===== config.mk =====
export PLATFORM = sky130hd
export DESIGN_NAME = bblur_back_flat
export DESIGN_NICKNAME = d
export VERILOG_FILES = /design/src/rtl/bblur_pkg.sv /design/src/rtl/bblur_out_if.sv /design/src/rtl/bblur_back.sv /design/src/flat_wrapper.sv
export SDC_FILE = /design/constraint.sdc
export NUM_CORES = 2
export LEC_CHECK = 0
export BUFFER_PORTS_ARGS = -buffer_cell sky130_fd_sc_hd__buf_2
export CORE_AREA = 10 10 271 273
export CTS_BUF_LIST = sky130_fd_sc_hd__clkbuf_16
export DETAILED_ROUTE_END_ITERATION = 16
export DIE_AREA = 0 0 281 283
export GPL_ROUTABILITY_DRIVEN = 0
export MAX_ROUTING_LAYER = met4
export PLACE_DENSITY_LB_ADDON = 0.1
export REMOVE_ABC_BUFFERS = 1
export SYNTH_ARGS = -nofsm -noshare
export SYNTH_HDL_FRONTEND = slang
export SYNTH_SLANG_ARGS = --single-unit

===== constraint.sdc =====
create_clock -name i_clk -period 11.1 [get_ports i_clk]
set_input_delay 2.22 -clock i_clk [delete_from_list [all_inputs] [get_ports i_clk]]
set_output_delay 2.22 -clock i_clk [all_outputs]
set_load 0.1 [all_outputs]

===== src/rtl/bblur_pkg.sv =====
// Shared types, constants and the reciprocal table of the 3x3 box blur.
// No dependencies; the front, queue and back modules and the top unit import this package.
`default_nettype none

package bblur_pkg;

    // item codes
    localparam logic CMD_PIXEL = 1'b0;
    localparam logic CMD_DRAIN = 1'b1;

    // configuration port
    localparam int CFG_IDX_W  = 2;
    localparam int CFG_DATA_W = 16;
    localparam logic [CFG_IDX_W-1:0] CFG_FRAME_WIDTH  = 2'd0;
    localparam logic [CFG_IDX_W-1:0] CFG_FRAME_HEIGHT = 2'd1;
    localparam int FW_W = 11;
    localparam int FH_W = 16;

    // arithmetic widths
    localparam int CHAN_W      = 8;
    localparam int CNT_W       = 4;
    localparam int SUM_W       = 12;
    localparam int NUM_W       = 13;
    localparam int RECIP_SHIFT = 18;
    localparam int RECIP_W     = 18;
    localparam int PROD_W      = NUM_W + RECIP_W;

    // queue between front and back
    localparam int QUEUE_DEPTH = 4;
    localparam int QPTR_W      = 2;

    typedef struct packed {
        logic [CHAN_W-1:0] red;
        logic [CHAN_W-1:0] green;
        logic [CHAN_W-1:0] blue;
    } t_rgb;

    // one window column: index 0 top, 1 middle, 2 bottom
    typedef t_rgb [2:0] t_col;

    // per-item control decided by the front
    typedef struct packed {
        logic emit;
        logic use_left;
        logic use_right;
        logic use_top;
        logic use_bottom;
        logic frame_end;
    } t_ctrl;

    typedef struct packed {
        t_col  col;
        t_ctrl ctrl;
    } t_qentry;

    // ceil(2^18 / (2*count)); exact floor division for numerators below 2^13
    function automatic logic [RECIP_W-1:0] f_recip(input logic [CNT_W-1:0] cnt);
        logic [RECIP_W-1:0] m;
        begin
            unique case (cnt)
                4'd1:    m = 18'd131072;
                4'd2:    m = 18'd65536;
                4'd3:    m = 18'd43691;
                4'd4:    m = 18'd32768;
                4'd6:    m = 18'd21846;
                4'd9:    m = 18'd14564;
                default: m = '0;
            endcase
            return m;
        end
    endfunction

endpackage

`default_nettype wire


===== src/rtl/bblur_out_if.sv =====
// Output channel of the box blur: valid/ready with one filtered pixel per beat.
// No dependencies.
`default_nettype none

interface bblur_out_if;
    logic       valid;
    logic       ready;
    logic [7:0] out_red;
    logic [7:0] out_green;
    logic [7:0] out_blue;
    logic       frame_end;

    modport source (output valid, output out_red, output out_green, output out_blue,
                    output frame_end, input ready);
    modport sink   (input valid, input out_red, input out_green, input out_blue,
                    input frame_end, output ready);
endinterface

`default_nettype wire


===== src/rtl/bblur_back.sv =====
// Back of the box blur: 3x3 window, masked channel sums, rounded mean, output register.
// Depends on bblur_pkg and bblur_out_if; takes columns from the queue.
`default_nettype none

module bblur_back
    import bblur_pkg::*;
(
    input  wire          i_clk,
    input  wire          i_rst_n,
    input  wire          i_q_valid,
    input  wire t_qentry i_entry,
    output logic         o_pop,
    bblur_out_if.source  o_pix
);

    t_col               r_win [3];
    logic               r_s1_valid;
    t_ctrl              r_s1_ctrl;
    logic               r_s2_valid;
    logic               r_s2_fe;
    logic [NUM_W-1:0]   r_s2_num_r, r_s2_num_g, r_s2_num_b;
    logic [RECIP_W-1:0] r_s2_recip;
    logic               r_s3_valid;
    logic               r_s3_fe;
    logic [PROD_W-1:0]  r_s3_prod_r, r_s3_prod_g, r_s3_prod_b;
    logic               r_out_valid;
    logic               r_out_fe;
    logic [CHAN_W-1:0]  r_out_r, r_out_g, r_out_b;

    logic               en;
    logic [2:0]         col_ok;
    logic [2:0]         row_ok;
    logic [SUM_W-1:0]   sum_r, sum_g, sum_b;
    logic [CNT_W-1:0]   cnt;

    // whole back advances unless a result waits at the output and is not taken
    assign en    = !r_out_valid || o_pix.ready;
    assign o_pop = en && i_q_valid;

    // window shift on every item, emitting or not
    always_ff @(posedge i_clk) begin
        if (!i_rst_n) begin
            r_win[0] <= '0;
            r_win[1] <= '0;
            r_win[2] <= '0;
        end else if (o_pop) begin
            r_win[0] <= r_win[1];
            r_win[1] <= r_win[2];
            r_win[2] <= i_entry.col;
        end
    end

    // masked sums over the window and neighbor count
    always_comb begin
        col_ok = {r_s1_ctrl.use_right, 1'b1, r_s1_ctrl.use_left};
        row_ok = {r_s1_ctrl.use_bottom, 1'b1, r_s1_ctrl.use_top};
        sum_r  = '0;
        sum_g  = '0;
        sum_b  = '0;
        cnt    = '0;
        for (int s = 0; s < 3; s++) begin
            for (int k = 0; k < 3; k++) begin
                if (col_ok[s] && row_ok[k]) begin
                    sum_r = sum_r + SUM_W'(r_win[s][k].red);
                    sum_g = sum_g + SUM_W'(r_win[s][k].green);
                    sum_b = sum_b + SUM_W'(r_win[s][k].blue);
                    cnt   = cnt + CNT_W'(1);
                end
            end
        end
    end

    // stage valids
    always_ff @(posedge i_clk) begin
        if (!i_rst_n) begin
            r_s1_valid  <= 1'b0;
            r_s2_valid  <= 1'b0;
            r_s3_valid  <= 1'b0;
            r_out_valid <= 1'b0;
        end else if (en) begin
            r_s1_valid  <= o_pop && i_entry.ctrl.emit;
            r_s2_valid  <= r_s1_valid;
            r_s3_valid  <= r_s2_valid;
            r_out_valid <= r_s3_valid;
        end
    end

    // numerator 2*sum+count, reciprocal of 2*count, product, quotient
    always_ff @(posedge i_clk) begin
        if (en) begin
            r_s1_ctrl   <= i_entry.ctrl;
            r_s2_fe     <= r_s1_ctrl.frame_end;
            r_s2_num_r  <= NUM_W'({sum_r, 1'b0}) + NUM_W'(cnt);
            r_s2_num_g  <= NUM_W'({sum_g, 1'b0}) + NUM_W'(cnt);
            r_s2_num_b  <= NUM_W'({sum_b, 1'b0}) + NUM_W'(cnt);
            r_s2_recip  <= f_recip(cnt);
            r_s3_fe     <= r_s2_fe;
            r_s3_prod_r <= PROD_W'(r_s2_num_r) * PROD_W'(r_s2_recip);
            r_s3_prod_g <= PROD_W'(r_s2_num_g) * PROD_W'(r_s2_recip);
            r_s3_prod_b <= PROD_W'(r_s2_num_b) * PROD_W'(r_s2_recip);
            r_out_fe    <= r_s3_fe;
            r_out_r     <= r_s3_prod_r[RECIP_SHIFT +: CHAN_W];
            r_out_g     <= r_s3_prod_g[RECIP_SHIFT +: CHAN_W];
            r_out_b     <= r_s3_prod_b[RECIP_SHIFT +: CHAN_W];
        end
    end

    assign o_pix.valid     = r_out_valid;
    assign o_pix.out_red   = r_out_r;
    assign o_pix.out_green = r_out_g;
    assign o_pix.out_blue  = r_out_b;
    assign o_pix.frame_end = r_out_fe;

endmodule

`default_nettype wire


===== src/flat_wrapper.sv =====
// flat-port wrapper written by rule: the top's interface ports become plain ports
module bblur_back_flat import bblur_pkg::*;
  (i_clk, i_rst_n, i_q_valid, i_entry, o_pop, o_pix_valid, o_pix_out_red, o_pix_out_green, o_pix_out_blue, o_pix_frame_end, o_pix_ready);
  bblur_out_if o_pix_i ();
  input  wire i_clk;
  input  wire i_rst_n;
  input  wire i_q_valid;
  input  wire t_qentry i_entry;
  output logic o_pop;
  output wire logic [$bits(o_pix_i.valid)-1:0] o_pix_valid;
  output wire logic [$bits(o_pix_i.out_red)-1:0] o_pix_out_red;
  output wire logic [$bits(o_pix_i.out_green)-1:0] o_pix_out_green;
  output wire logic [$bits(o_pix_i.out_blue)-1:0] o_pix_out_blue;
  output wire logic [$bits(o_pix_i.frame_end)-1:0] o_pix_frame_end;
  input wire logic [$bits(o_pix_i.ready)-1:0] o_pix_ready;
  assign o_pix_valid = o_pix_i.valid;
  assign o_pix_out_red = o_pix_i.out_red;
  assign o_pix_out_green = o_pix_i.out_green;
  assign o_pix_out_blue = o_pix_i.out_blue;
  assign o_pix_frame_end = o_pix_i.frame_end;
  assign o_pix_i.ready = o_pix_ready;
  bblur_back u_core (.i_clk(i_clk), .i_rst_n(i_rst_n), .i_q_valid(i_q_valid), .i_entry(i_entry), .o_pop(o_pop), .o_pix(o_pix_i));
endmodule

==> results by group <==
Timing
  • Slew Viols, Final: 0
  • F_max: 95.9 MHz
  • Final WS setup: 0.675 ns
  • Slew HR: 18.6%
  • Worst-Margin Slew: 1.20 ns
  • WHS: 0.415 ns
  • Clk_skew: 0.0219 ns
  • Final Hold Fails: 0
  • Min Tclk post-route: 10.42 ns
  • Post-route clock period utilization: 93.9%
  • Final setup vio count: 0
  • Final TNS setup: 0 ns

Detailed routing
  • Routed WL: 97,200 um
  • DR vias: 28,800
  • Initial DRC count: 2,183
  • Routed wire per std cell: 19.3 um
  • First-pass DRT Iterations: 6
  • Post-DRT Antenna Nets: 0
  • DRC errors left: 0
  • Via/cell ratio: 5.70

Synthesis
  • Post-Syn Area: 39,800 um^2
  • Area contributors post-synth: edfxtp_1 (24%), fa_1 (24%), ha_1 (11%)
  • Synth Warn #: 0
  • Avg Cell Area, Syn: 9.81 um^2
  • Cells after synthesis: 4,053
  • Synth area leader: edfxtp_1
  • Post-synth EDFFs: 317
  • Yosys top cell area share: 23.9%
  • Async SR Flop Fraction: 0%
  • Synth unique cells: 88
  • Dominant synthesized flop cell: edfxtp_1
  • Sequential area share after synthesis: 24.1%
  • Post-synthesis sequential element count: 321

Layout
  • Area growth, synth to finish: 7.64%
  • Multi-input gate area: 27,400 um^2
  • Layout Cells excl Fill: 5,042
  • Post-route cell area: 42,800 um^2
  • Final core utilization: 62.8%
  • Fill cell count: 5,692
  • Reg area: 9600 um^2
  • Layout cells sized above 1: 7.02%
  • Nets@finish: 5,048

Place
  • Port buffer count: 108
  • Placed insts: 4,962
  • HPWL Detailed: 77,300 um
  • Post-placement cell area: 41,300 um^2
  • Post-place setup slack: 0.329 ns

Floorplanning
  • Initial Util: 58.4%
  • # rows: 96
  • Die W: 281 um
  • Core box area: 68,100 um^2
  • Die height: 283 um
  • Num ports: 109
  • Die area: 79,500 um^2

Job
  • Max-Cap Viols: 0

Min path
  • Hold wc startpoint: u_core.r_s3_prod_r[24]$_DFFE_PN_
  • WHS Endpoint: u_core.o_pix.out_red[6]$_DFFE_PN_
  • Hold path depth: 0
  • Worst Hold Class: reg -> reg

CTS
  • Root Buffer: clkbuf_16
  • Hold-fix buffers at CTS: 0
  • TritonCTS clock tree: yes
  • H-tree levels: 2
  • CTS Buf Count: 40
  • # clock sinks: 321
  • Maximum clock insertion buffer count: 3
  • Worst skew pair latency: 0.57 ns
  • Clock slew at reported path FFs: 0.06 ns

Global routing
  • Initial antenna violation count: 3
  • Pin count of the biggest net entering global routing: 163
  • Overall Global Routing Usage: 25.5%
  • Grt ovf: 0
  • First-pass GRT wire length: 157,000 um
  • Vias in the first global route: 28,700

Worst setup path
  • CP dominant cell by count: ha_1
  • Worst r2r src: u_core.col_ok[0]$_DFFE_PN_
  • WP data arrival: 10.73 ns
  • Delay-heaviest family, CP: compound AO/OA/AOI/OAI gates
  • Crit path max-delay cell type: mux4_2
  • CP Data Required Time: 11.41 ns
  • CP bufs+invs: 4
  • Worst stage delay on the critical path: 0.51 ns
  • Crit Path Max Fanout: 14
  • FF-to-FF path depth: 51
  • Worst R2R End: u_core.r_s2_num_r[12]$_DFFE_PN_
  • Crit path kind: reg -> reg
  • R2R Setup Slk: 0.68 ns
  • Critical Path End Type: flop
  • Startpoint types: flop

Power
  • Power Dens Cells: 191 nW/um^2
  • Power after layout: 8.19 mW
  • Worst VDD drop: 0.118 mV
  • Leakage: 20.4 nW

Outcome
  • Status: finished, final reports clean
[power by group]
group | internal [mW] | switching (mW)
clock | 0.812 | 0.553
combinational | 1.98 | 3.02
sequential | 1.63 | 0.199
total | 4.42 | 3.77
[worst max path at each step]
stage,slack (ns),from,cells past startpoint,to
3_5_place_dp,0.33,u_core.r_s1_ctrl[2]$_DFFE_PN_,49,u_core.r_s2_num_b[12]$_DFFE_PN_
5_1_grt,-0.01,u_core.r_s1_ctrl[2]$_DFFE_PN_,54,u_core.r_s2_num_g[11]$_DFFE_PN_
3_3_place_gp,0.74,u_core.r_s1_ctrl[2]$_DFFE_PN_,49,u_core.r_s2_num_b[12]$_DFFE_PN_
4_1_cts,0.28,u_core.r_s1_ctrl[2]$_DFFE_PN_,49,u_core.r_s2_num_b[12]$_DFFE_PN_
2_1_floorplan,-0.12,o_pix_ready,4,u_core.r_win[0][0]$_SDFFCE_PN0P_
6_report,0.68,u_core.col_ok[0]$_DFFE_PN_,51,u_core.r_s2_num_r[12]$_DFFE_PN_
[synth_stat cells (75+ instances only)]
cell        n
o21ai_0   143
inv_1     643
nand2_1   246
a21o_1     75
and2_1    429
clkbuf_1   99
a21oi_1   160
xnor2_1   127
ha_1      362
fa_1      474
nor2_1    221
edfxtp_1  317
[cell families (layout without fill, tap and decap cells)]
family	Yosys count	in the layout	share of synthesized area, %
xor+xnor	196	196	4.53
other cells	0	1	0
mux	43	43	1.31
fa+ha+maj	838	838	35.3
buf+inv	760	866	7.19
simple gates	1195	1195	15.6
compound gates	700	700	11.9
flops	321	321	24.1
[layout by cell type (no fill, tap or decap), types with 14 or more instances in the layout]
cell type | synthesis | final
nor3_1 | 45 | 44
o211ai_1 | 15 | 15
inv_1 | 643 | 647
o21ai_0 | 143 | 138
o31a_1 | 25 | 25
o21a_1 | 45 | 45
a21oi_1 | 160 | 158
o31ai_1 | 25 | 23
nor2_1 | 221 | 220
edfxtp_1 | 317 | 317
ha_1 | 362 | 362
a211oi_1 | 50 | 50
xnor2_1 | 127 | 127
clkbuf_16 | 0 | 41
nand2_1 | 246 | 246
mux2i_1 | 19 | 19
o21bai_1 | 16 | 16
a21o_1 | 75 | 75
nor2b_1 | 41 | 40
xor2_1 | 62 | 62
nand4_1 | 14 | 14
nor4_1 | 17 | 17
and3_1 | 39 | 38
and2_1 | 429 | 429
nand3_1 | 60 | 60
fa_1 | 474 | 474
buf_4 | 0 | 40
mux2_2 | 18 | 18
nand2b_1 | 28 | 27
buf_2 | 4 | 108
or3_1 | 19 | 19
[area by class of cell]
class,instances,share of cell area (%)
multi-input combinational,2972,64.1
sequential,321,22.4
inverter,643,5.64
tap,882,2.58
clock buffer,41,2.40
timing repair buffer,152,2.15
clock inverter,30,0.734
antenna,1,0.00585
[timing repair]
action / in CTS / in global routing
buffers inserted: 0 / 8
endpoints found under the setup margin: 0 / 14
gates resized for setup: 0 / 35
[sequential cells by signal, indices dropped and copies added (netlist names)]
register / flops
u_core.col_ok: 2
u_core.o_pix.frame_end: 1
u_core.o_pix.out_blue: 8
u_core.o_pix.out_green: 8
u_core.o_pix.out_red: 8
u_core.o_pix.valid: 1
u_core.r_s1_ctrl: 3
u_core.r_s1_valid: 1
u_core.r_s2_fe: 1
u_core.r_s2_num_b: 13
u_core.r_s2_num_g: 12
u_core.r_s2_num_r: 12
u_core.r_s2_recip: 8
u_core.r_s2_valid: 1
u_core.r_s3_fe: 1
u_core.r_s3_prod_b: 8
u_core.r_s3_prod_g: 8
u_core.r_s3_prod_r: 8
u_core.r_s3_valid: 1
u_core.r_win: 216
[layer usage]
layer | global-route usage [%] | vias to the layer above | wire length [um]
met4 | 5.31 | 0 | 2070
met2 | 39.7 | 835 | 45100
met1 | 35.7 | 14100 | 44200
met3 | 2.95 | 119 | 5850
met5 | - | - | 0
li1 | - | 13700 | -
No activity file was read; power rests on OpenSTA's default activity.
