### config.mk
export PLATFORM = sky130hd
export DESIGN_NAME = bblur_queue
export DESIGN_NICKNAME = d
export VERILOG_FILES = /design/src/rtl/bblur_pkg.sv /design/src/rtl/bblur_queue.sv
export SDC_FILE = /design/constraint.sdc
export NUM_CORES = 1
export LEC_CHECK = 0
export BUFFER_PORTS_ARGS = -buffer_cell sky130_fd_sc_hd__buf_2
export CORE_AREA = 2 2 147 149
export DETAILED_ROUTE_END_ITERATION = 10
export DIE_AREA = 0 0 149 151
export GPL_TIMING_DRIVEN = 0
export HOLD_SLACK_MARGIN = 0.05
export PLACE_DENSITY = 0.76
export SLEW_MARGIN = 20
export SYNTH_ARGS = -nofsm -noshare
export SYNTH_HDL_FRONTEND = slang
export SYNTH_SLANG_ARGS = --single-unit
### constraint.sdc
create_clock -name i_clk -period 4.1 [get_ports i_clk]
set_clock_uncertainty 0.1 [all_clocks]
set_input_delay 0.205 -clock i_clk [delete_from_list [all_inputs] [get_ports i_clk]]
set_output_delay 0.205 -clock i_clk [all_outputs]
set_load 0.005 [all_outputs]
### src/rtl/bblur_pkg.sv
// Shared types, constants and the reciprocal table of the 3x3 box blur.
// No dependencies; the front, queue and back modules and the top unit import this package.
`default_nettype none

package bblur_pkg;

    // item codes
    localparam logic CMD_PIXEL = 1'b0;
    localparam logic CMD_DRAIN = 1'b1;

    // configuration port
    localparam int CFG_IDX_W  = 2;
    localparam int CFG_DATA_W = 16;
    localparam logic [CFG_IDX_W-1:0] CFG_FRAME_WIDTH  = 2'd0;
    localparam logic [CFG_IDX_W-1:0] CFG_FRAME_HEIGHT = 2'd1;
    localparam int FW_W = 11;
    localparam int FH_W = 16;

    // arithmetic widths
    localparam int CHAN_W      = 8;
    localparam int CNT_W       = 4;
    localparam int SUM_W       = 12;
    localparam int NUM_W       = 13;
    localparam int RECIP_SHIFT = 18;
    localparam int RECIP_W     = 18;
    localparam int PROD_W      = NUM_W + RECIP_W;

    // queue between front and back
    localparam int QUEUE_DEPTH = 4;
    localparam int QPTR_W      = 2;

    typedef struct packed {
        logic [CHAN_W-1:0] red;
        logic [CHAN_W-1:0] green;
        logic [CHAN_W-1:0] blue;
    } t_rgb;

    // one window column: index 0 top, 1 middle, 2 bottom
    typedef t_rgb [2:0] t_col;

    // per-item control decided by the front
    typedef struct packed {
        logic emit;
        logic use_left;
        logic use_right;
        logic use_top;
        logic use_bottom;
        logic frame_end;
    } t_ctrl;

    typedef struct packed {
        t_col  col;
        t_ctrl ctrl;
    } t_qentry;

    // ceil(2^18 / (2*count)); exact floor division for numerators below 2^13
    function automatic logic [RECIP_W-1:0] f_recip(input logic [CNT_W-1:0] cnt);
        logic [RECIP_W-1:0] m;
        begin
            unique case (cnt)
                4'd1:    m = 18'd131072;
                4'd2:    m = 18'd65536;
                4'd3:    m = 18'd43691;
                4'd4:    m = 18'd32768;
                4'd6:    m = 18'd21846;
                4'd9:    m = 18'd14564;
                default: m = '0;
            endcase
            return m;
        end
    endfunction

endpackage

`default_nettype wire

### src/rtl/bblur_queue.sv
// Short queue of columns between the front and the back of the box blur.
// Depends on bblur_pkg.
`default_nettype none

module bblur_queue
    import bblur_pkg::*;
(
    input  wire          i_clk,
    input  wire          i_rst_n,
    input  wire          i_push,
    input  wire t_qentry i_entry,
    output logic         o_ready,
    input  wire          i_pop,
    output logic         o_valid,
    output t_qentry      o_entry
);

    t_qentry           r_slot [QUEUE_DEPTH];
    logic [QPTR_W-1:0] r_wr_ptr;
    logic [QPTR_W-1:0] r_rd_ptr;
    logic [QPTR_W:0]   r_count;

    assign o_ready = (r_count != (QPTR_W+1)'(QUEUE_DEPTH));
    assign o_valid = (r_count != '0);
    assign o_entry = r_slot[r_rd_ptr];

    // pointers and fill level
    always_ff @(posedge i_clk) begin
        if (!i_rst_n) begin
            r_wr_ptr <= '0;
            r_rd_ptr <= '0;
            r_count  <= '0;
        end else begin
            if (i_push) begin
                r_wr_ptr <= r_wr_ptr + QPTR_W'(1);
            end
            if (i_pop) begin
                r_rd_ptr <= r_rd_ptr + QPTR_W'(1);
            end
            if (i_push && !i_pop) begin
                r_count <= r_count + (QPTR_W+1)'(1);
            end else if (i_pop && !i_push) begin
                r_count <= r_count - (QPTR_W+1)'(1);
            end
        end
    end

    // storage
    always_ff @(posedge i_clk) begin
        if (i_push) begin
            r_slot[r_wr_ptr] <= i_entry;
        end
    end

    a_no_overflow: assert property (@(posedge i_clk) disable iff (!i_rst_n)
        i_push |-> o_ready)
        else $error("push into full queue");

    a_no_underflow: assert property (@(posedge i_clk) disable iff (!i_rst_n)
        i_pop |-> o_valid)
        else $error("pop from empty queue");

endmodule

`default_nettype wire

==> results of run 1 <==
## worst paths after layout
path                             startpoint             to  slack [ns]
worst min register to register   r_count[2]     r_count[2]        0.44
worst min-delay path            i_entry[14]  r_slot[1][14]        0.31
worst max-delay path              flip-flop    o_entry[56]        1.64
worst max register to register  r_wr_ptr[0]  r_slot[0][48]        2.21
## repair_timing
action	CTS	global route
gates resized for setup	0	0
hold buffers	81	0
endpoints found under the hold margin	321	0
## flip-flops by register name, indices dropped and copies added (netlist names), named ones only
register / flops
r_count: 3
r_rd_ptr: 2
r_wr_ptr: 2
r_slot: 312
## through the flow
stage | worst slack [ns] | std cells
2_1_floorplan | 1.20 | 452
3_3_place_gp | -0.116 | 888
3_5_place_dp | 2.17 | 893
4_1_cts | 1.59 | 1031
5_1_grt | 1.51 | 1031
6_report | 1.64 | 1031
## area by class of cell
class	instances	area [um2]
inverters	4	15.0
flip-flops and latches	321	9550
clock buffers	35	791
multi-input cells	109	2020
well taps	275	344
plain buffers	18	148
fillers	1263	5940
repair buffers	247	1740
clock inverters	22	278
## logic make-up after synthesis
| family | count (synthesis) |
|---|---|
| buf+inv | 22 |
| xor+xnor | 5 |
| fa+ha+maj | 6 |
| mux | 80 |
| compound gates | 2 |
| flops | 321 |
| simple gates | 16 |
## where the power goes
| group | internal, W | switching (W) | total, W |
|---|---|---|---|
| clock | 0.00181 | 0.00113 | 0.00294 |
| combinational | 0.000387 | 0.000342 | 0.000730 |
| sequential | 0.00377 | 0.0000413 | 0.00381 |
## cell usage after synthesis, drive strengths merged
cell    number
nor2         1
fa           1
and2         9
ha           5
or3          2
edfxtp     312
mux4        78
xor2         3
inv          4
clkbuf       5
mux2i        2
o21ai        1
nand2        2
buf         13
a21boi       1
dfxtp        9
nor2b        2
xnor2        2
## worst reg2reg max path: stages (launching register included)
cell,delay [ns]
dfxtp_1,0.35
inv_1,0.09
ha_1,0.15
and2_4,0.54
buf_16,0.32
## metal layers
layer / global-route usage, % / vias to the layer above
li1: - / 2499
met4: 4.05 / 0
met1: 25.6 / 2880
met2: 33.0 / 181
met5: 0 / -
met3: 4.13 / 29
==> results_dict.tcl, run 1 <==
set metrics [dict create \
    gr-usage-all-layers_pct 19.1 \
    viasPerCell 5.42 \
    status "complete, no violations" \
    criticalPathCategory "reg -> out" \
    synth_cell_types 21 \
    core_mm2 0.0208 \
    numCtsBuffers 31 \
    rsz0062_at_grt "false" \
    gp_congestion 0.680 \
    die_w_um 149 \
    wire_per_inst_um 20.8 \
    fin_area_mm2 0.0149 \
    setup_violations 0 \
    die_area_mm2 0.0225 \
    max_cap_viol_count 0 \
    diodes 0 \
    min_period_ns 2.46 \
    crit_path_start_kind "flip-flop" \
    worstSkewPairLatency_ns 0.53 \
    synth-simple-area-share_pct 0.790 \
    final_cell_mix "edfxtp_1, buf_2, dlygate4sd3_1, mux4_2, clkbuf_16" \
    io_buffers 161 \
    crit_fanout 10 \
    die_h_um 151 \
    dr.pass1.iters 7 \
    synth-xor-area-share_pct 0.374 \
    cts_buffer_depth 3 \
    synth_area_mm2 0.0117 \
    clkTransAtPathRegs_ns 0.07 \
    cp_slowest_cell "mux4_2" \
    dr.first_iter.drc_count 339 \
    max_stage_delay_ns 0.36 \
    dpl.hpwl_mm 12.8 \
    final_common_cell "edfxtp_1" \
    h-tree-depth 1 \
    dr_wl_met3_mm 1.34 \
    leakage_nw 5.14 \
    postLayoutCoreUtil_pct 71.5 \
    grt_pass1_vias 6004 \
    maxUsedRoutingLayer "met4" \
    worstPathCellList "buf_2 > buf_2 > buf_2 > mux4_2 > buf_2" \
    synthCells 452 \
    syn_avg_cell_area_um2 25.9 \
    cpMostUsedCell "buf_2" \
    area_delta_synth_final_pct 27.0 \
    clock.fmax_mhz 407 \
    cp.arrival_ns 2.15 \
    synth_compound_area_share_pct 0.107 \
    place_area_mm2 0.0130 \
    path_buf_inv 4 \
    drive_gt1_share_pct 40.3 \
    num_io_pins 162 \
    hold_slack_ns 0.312 \
    yosysSeqAreaShare_pct 81.5 \
    ys_ff_latch 321 \
    hold_depth 2 \
    post_cts_buffers 0 \
    synth_top_family_by_area "multiplexers" \
    layout.nets 820 \
    clockRootBuffer "clkbuf_16" \
    slew_violations 0 \
    slew_headroom_pct 57.0 \
    drt_wl_total_mm 21.5 \
    dr_wl_met2_mm 10.9 \
    vias 5589 \
    synth_fp_nets 540 \
    hold_class "in -> reg" \
    netlist.area_leader.share_pct 79.9 \
    required_ns 3.80 \
    synthMuxAreaShare_pct 15.2 \
    crit_family "buffers and inverters" \
    synth_area_leaders "edfxtp_1, mux4_2, dfxtp_1, ha_1, buf_12" \
    hold_viol_final 0 \
    ir_drop_uv 394 \
    wl_met1_mm 8.94 \
    initial_core_util_pct 56.3 \
    critPathCaptureType "output pin" \
    ant_nets 0 \
    finalSetupTns_ns 0 \
    rows 53 \
    grt_overflow 0 \
    cellPowerDensity_mw_per_mm2 503 \
    worst-path-stages 5 \
    ys_warn_count 0 \
    yosysTopAreaCell "edfxtp_1" \
    cts_sinks 321 \
    grt_pass1_wl_mm 32.6 \
    drc_errors 0 \
    total_power_w 0.00748 \
    tightest_slew_ns 0.645 \
    period_share_pct 59.9 \
    r2r_cells 4 \
    grt_start_max_net_pins 48 \
    cts_tree "yes" \
    synthAdderAreaFrac_pct 0.705 \
    antenna_found_initial 0 \
]
Power figures use the tool's default switching activity.
==> run 2, diff against run 1 <==
Settings changed: ABC_AREA from default to 1, CORE_AREA 2 2 147 149 to 2 2 157 159, DIE_AREA 0 0 149 151 to 0 0 159 161, PLACE_DENSITY 0.76 to 0.72.
Clock period 4.1 ns to 2.08 ns, I/O delays scaled along.
==> results_dict.tcl, run 2 <==
set metrics [dict create \
    switching_share_pct 22.4 \
    violations "negative setup slack" \
    worstPathCellList "buf_12 > inv_6 > clkbuf_16 > buf_6 > o21ai_1 > o22ai_1 > buf_2" \
    total_power_w 0.0144 \
    die_h_um 161 \
    initial_core_util_pct 50.1 \
    gp_congestion 0.726 \
    cts_tree "yes" \
    clockRootBuffer "clkbuf_16" \
    postLayoutCoreUtil_pct 65.1 \
    yosysSeqAreaShare_pct 79.5 \
    max_stage_delay_ns 0.37 \
    p_seq_share_pct 51.9 \
    dpl.hpwl_mm 16.1 \
    pwr-share-comb_pct 10.9 \
    antenna_found_initial 2 \
    cellPowerDensity_mw_per_mm2 921 \
    drive_gt1_share_pct 27.6 \
    fin_ws_ns -0.00314 \
    crit_family "buffers and inverters" \
    core_mm2 0.0240 \
    worstHoldStart "i_entry[1]" \
    viasPerCell 5.32 \
    ant_nets 0 \
    synth_area_leaders "edfxtp_1, nor2_1, o22ai_1, o21ai_0, o21ai_1" \
    leakage_nw 5.59 \
    max_cap_viol_count 0 \
    largest_reg_flops 312 \
    netSwitchingPower_w 0.00322 \
    grt_pass1_wl_mm 41.5 \
    synth_commonest_cells "edfxtp_1, nor2_1, o21ai_0" \
    syn_avg_cell_area_um2 14.8 \
    cp_slowest_cell "dfxtp_4" \
    grt_start_max_net_pins 32 \
    gr-usage-all-layers_pct 20.7 \
    io_buffers 161 \
    synth_area_mm2 0.0120 \
    die_area_mm2 0.0256 \
    synth_cell_types 20 \
    ys_ff_latch 321 \
    grt_pass1_vias 7722 \
    synthCells 812 \
    ir_drop_uv 909 \
    criticalPathCategory "reg -> out" \
    num_io_pins 162 \
    drt_wl_total_mm 27.3 \
    setup_violations 1 \
    yosysTopAreaCell "edfxtp_1" \
    dr.pass1.iters 5 \
    pre_cts_slack_ns 0.0314 \
    dr.first_iter.drc_count 577 \
    grt_overflow 0 \
    h-tree-depth 1 \
    cp.arrival_ns 1.88 \
    worstSkewPairLatency_ns 0.54 \
    die_w_um 159 \
    hold_class "in -> reg" \
    clkTransAtPathRegs_ns 0.06 \
    wire_per_inst_um 18.9 \
    drc_errors 0 \
    area_delta_synth_final_pct 30.0 \
    vias 7692 \
    synth_fp_nets 900 \
    ys_async_sr_fraction_pct 0 \
    rsz0062_at_grt "true" \
    regMostFlops "r_slot" \
    hold_viol_final 0 \
    clock.fmax_mhz 480 \
    synth_edf_count 312 \
    min_period_ns 2.08 \
    rows 57 \
    numCtsBuffers 31 \
    synth_ff_type "edfxtp_1" \
    crit_path_start_kind "flip-flop" \
    period_share_pct 100 \
    ys_warn_count 0 \
    final_cell_mix "edfxtp_1, buf_2, nor2_1, o21ai_0, dlygate4sd3_1" \
    r2r_start "r_wr_ptr[1]" \
    critPathCaptureType "output pin" \
    tightest_slew_ns 0.741 \
    final_common_cell "edfxtp_1" \
    yosysMostFrequentCell "edfxtp_1" \
    cts_sinks 321 \
    cts_buffer_depth 3 \
    clockPowerShare_pct 37.2 \
    slew_headroom_pct 50.3 \
    status "finished with violations" \
    crit_fanout 10 \
    netlist.area_leader.share_pct 78.0 \
    layout.nets 1187 \
    slew_violations 0 \
    path_buf_inv 5 \
    required_ns 1.88 \
    top_regs "r_slot (312), r_count (3)" \
    intPower_w 0.0112 \
]
==> run 2: cell types whose count changed after synthesis, sizes merged, moves of 9 or more <==
cell,previous run,this run
o21ai,1,162
nor2,1,159
mux4,78,0
o22ai,0,78
buf,13,31
clkbuf,5,19
inv,4,18
and2,9,0
==> run 2: stage by stage <==
stage	TNS [ns]	cell area, um2	cells	hold slack (ns)
after floorplan	-43.17	12000	812	0.103
after global placement	-324.45	13300	1297	0.218
after global routing	-1.30	15600	1447	0.200
after CTS	-0.260	15400	1444	0.187
final	-0.00314	15600	1447	0.207
after detailed placement	0	13400	1306	0.220
==> run 2: layout make-up <==
class	count	area, um2
Timing Repair Buffer	253	1850
Antenna cell	1	2.50
Sequential cell	321	9560
Tap cell	324	405
Inverter	18	90.1
Clock buffer	34	787
Timing Repair inverter	1	5.00
Clock inverter	22	184
Fill cell	1714	8350
Multi-Input combinational cell	423	2190
Buffer	50	536
==> run 2: cells by family after synthesis <==
group,after synthesis,share of synthesized area (%)
compound gates,245,11.0
simple gates,172,5.43
fa+ha+maj,6,0.688
flops,321,79.5
buf+inv,68,3.35
==> run 2: worst paths after layout <==
path	end	slack (ns)	depth (start not counted)
worst max register to register	r_slot[1][47]	0.11	6
worst max-delay path	o_entry[52]	-0.003	7
worst min register to register	flip-flop	0.38	1
worst min-delay path	r_slot[0][1]	0.21	2
==> run 2: timing repair <==
action / in CTS / in global routing
pin swaps: 10 / 20
gates cloned: 0 / 2
resized for setup: 55 / 45
setup endpoints to repair: 78 / 130
endpoints found under the hold margin: 321 / 0
buffers inserted: 1 / 0
hold buffers: 81 / 0
==> run 2: worst reg2reg max path: stages (launching register included) <==
cell	delay, ns
dfxtp_2	0.35
inv_2	0.05
ha_2	0.17
nand2_2	0.07
clkinvlp_4	0.42
buf_16	0.35
buf_12	0.19
==> run 2: metal layers <==
layer	global-route usage (%)	up-vias	routed length, um
li1	-	3633	-
met1	26.9	3758	11200
met2	36.1	258	14000
met3	3.98	41	1730
met4	5.83	2	420
met5	0	-	10
==> run 2: power groups by stage <==
stage / logic (W) / registers (W) / clock network, W
detailed placement: 0.00132 / 0.00759 / 0
finish: 0.00157 / 0.00746 / 0.00534
floorplan: 0.000666 / 0.00759 / 0
global placement: 0.00125 / 0.00760 / 0
global route: 0.00172 / 0.00747 / 0.00569
CTS: 0.00151 / 0.00746 / 0.00542
==> run 3, diff against run 2 <==
Settings changed: ABC_AREA 1 to default, CORE_AREA 2 2 157 159 to 2 2 155 157, DIE_AREA 0 0 159 161 to 0 0 157 159.
==> results_dict.tcl, run 3 (synthesis gave the netlist of run 1 again) <==
set metrics [dict create \
    status "finished with violations" \
    violations "negative setup slack" \
    rsz0062_at_grt "true" \
    fin_cells 1087 \
    h-tree-depth 1 \
    critPathCaptureType "output pin" \
    criticalPathCategory "reg -> out" \
    r2r_cells 5 \
    cts_sinks 321 \
    wire_per_inst_um 20.2 \
    rr_endpoint "r_slot[2][75]" \
    hold_slack_ns 0.217 \
    largest_reg_flops 312 \
    r2r_start "r_wr_ptr[0]" \
    drc_errors 0 \
    dr.pass1.iters 4 \
    fin_ws_ns -0.0932 \
    io_buffers 161 \
    final_common_cell "edfxtp_1" \
    top_regs "r_slot (312), r_count (3)" \
    initial_core_util_pct 50.5 \
    crit_fanout 10 \
    hold_class "in -> reg" \
    tightest_slew_ns 0.647 \
    layout.nets 832 \
    grt_overflow 0 \
    slew_violations 0 \
    worstSkewPairLatency_ns 0.53 \
    ant_nets 0 \
    r2r_setup_slack_ns 0.16 \
    cp.arrival_ns 1.97 \
    setup_violations 72 \
    core_mm2 0.0232 \
    dr.first_iter.drc_count 260 \
    grt_pass1_vias 6071 \
    cellPowerDensity_mw_per_mm2 972 \
    gp_congestion 0.747 \
    period_share_pct 104 \
    min_period_ns 2.17 \
    slew_headroom_pct 56.9 \
    postLayoutCoreUtil_pct 65.5 \
    required_ns 1.88 \
    die_h_um 159 \
    antenna_found_initial 0 \
    leakage_nw 5.25 \
    die_w_um 157 \
    dpl.hpwl_mm 12.8 \
    vias 5613 \
    grt_pass1_wl_mm 33.5 \
    final_cell_mix "edfxtp_1, buf_2, dlygate4sd3_1, mux4_2, clkbuf_16" \
    area_delta_synth_final_pct 29.6 \
    cts_tree "yes" \
    hold_viol_final 0 \
    clock.fmax_mhz 460 \
    diodes 0 \
    numCtsBuffers 31 \
    placed_cells 938 \
    drt_wl_total_mm 22.0 \
    rows 56 \
    crit_path_start_kind "flip-flop" \
    die_area_mm2 0.0250 \
    num_io_pins 162 \
    ir_drop_uv 789 \
    total_power_w 0.0148 \
    drive_gt1_share_pct 41.9 \
    grt_start_max_net_pins 41 \
    regMostFlops "r_slot" \
    cts_buffer_depth 3 \
    gr-usage-all-layers_pct 17.4 \
    viasPerCell 5.16 \
    clkTransAtPathRegs_ns 0.06 \
    endpoint "o_entry[29]" \
    max_cap_viol_count 0 \
    clockRootBuffer "clkbuf_16" \
]
-- run 3: report_power, final --
| part | switching (W) | total (W) | internal (W) |
|---|---|---|---|
| sequential | 0.0000789 | 0.00750 | 0.00743 |
| clock | 0.00222 | 0.00569 | 0.00347 |
| combinational | 0.000699 | 0.00156 | 0.000864 |
-- run 3: per-layer routing --
metal | vias up | GRT usage (%) | wire length [um] | share of wire, %
met2 | 182 | 30.0 | 11300 | 51
met4 | 0 | 4.09 | 382 | 1.7
li1 | 2519 | - | - | -
met5 | - | 0 | 0 | 0
met3 | 30 | 2.99 | 1170 | 5.3
met1 | 2882 | 23.4 | 9150 | 42
-- run 3: critical path, stage by stage (launching register included) --
cell and delay, ns:
dfxtp_2 0.34, buf_12 0.14, buf_4 0.24, mux4_2 0.56
buf_2 0.15
-- run 3: final cells by class --
cell class | instances | area, um2
Sequential cell | 321 | 9550
Fill cell | 1513 | 8010
Multi-Input combinational cell | 109 | 2020
Timing Repair Buffer | 259 | 1950
Clock buffer | 37 | 798
Tap cell | 319 | 399
Clock inverter | 20 | 248
Buffer | 18 | 210
Inverter | 4 | 15.0
-- run 3: what timing repair did --
action                                 4_1_cts  5_1_grt
resized for setup                           13       22
hold buffers                                82        0
endpoints found under the hold margin      321        0
setup buffers                                4        4
gates cloned                                 0        2
setup endpoints to repair                   75       77
-- run 3: metrics by stage --
step	setup TNS [ns]	area (um2)	setup slack (ns)
6_report	-3.11	15200	-0.0932
3_3_place_gp	-208.08	12900	-0.707
5_1_grt	-8.34	15200	-0.152
2_1_floorplan	0	11700	0.0312
3_5_place_dp	0	13100	0.131
4_1_cts	-6.75	15000	-0.116
-- run 3: worst min-delay path by stage --
stage / startpoint / endpoint / slack, ns / cells after the start
after global placement: i_entry[38] / r_slot[0][38] / 0.21 / 1
after CTS: i_entry[38] / r_slot[1][38] / 0.18 / 2
after floorplan: i_entry[0] / r_slot[0][0] / 0.10 / 0
after global routing: i_entry[38] / r_slot[1][38] / 0.20 / 2
final: i_entry[47] / r_slot[2][47] / 0.22 / 2
after detailed placement: i_entry[7] / r_slot[3][7] / 0.22 / 1
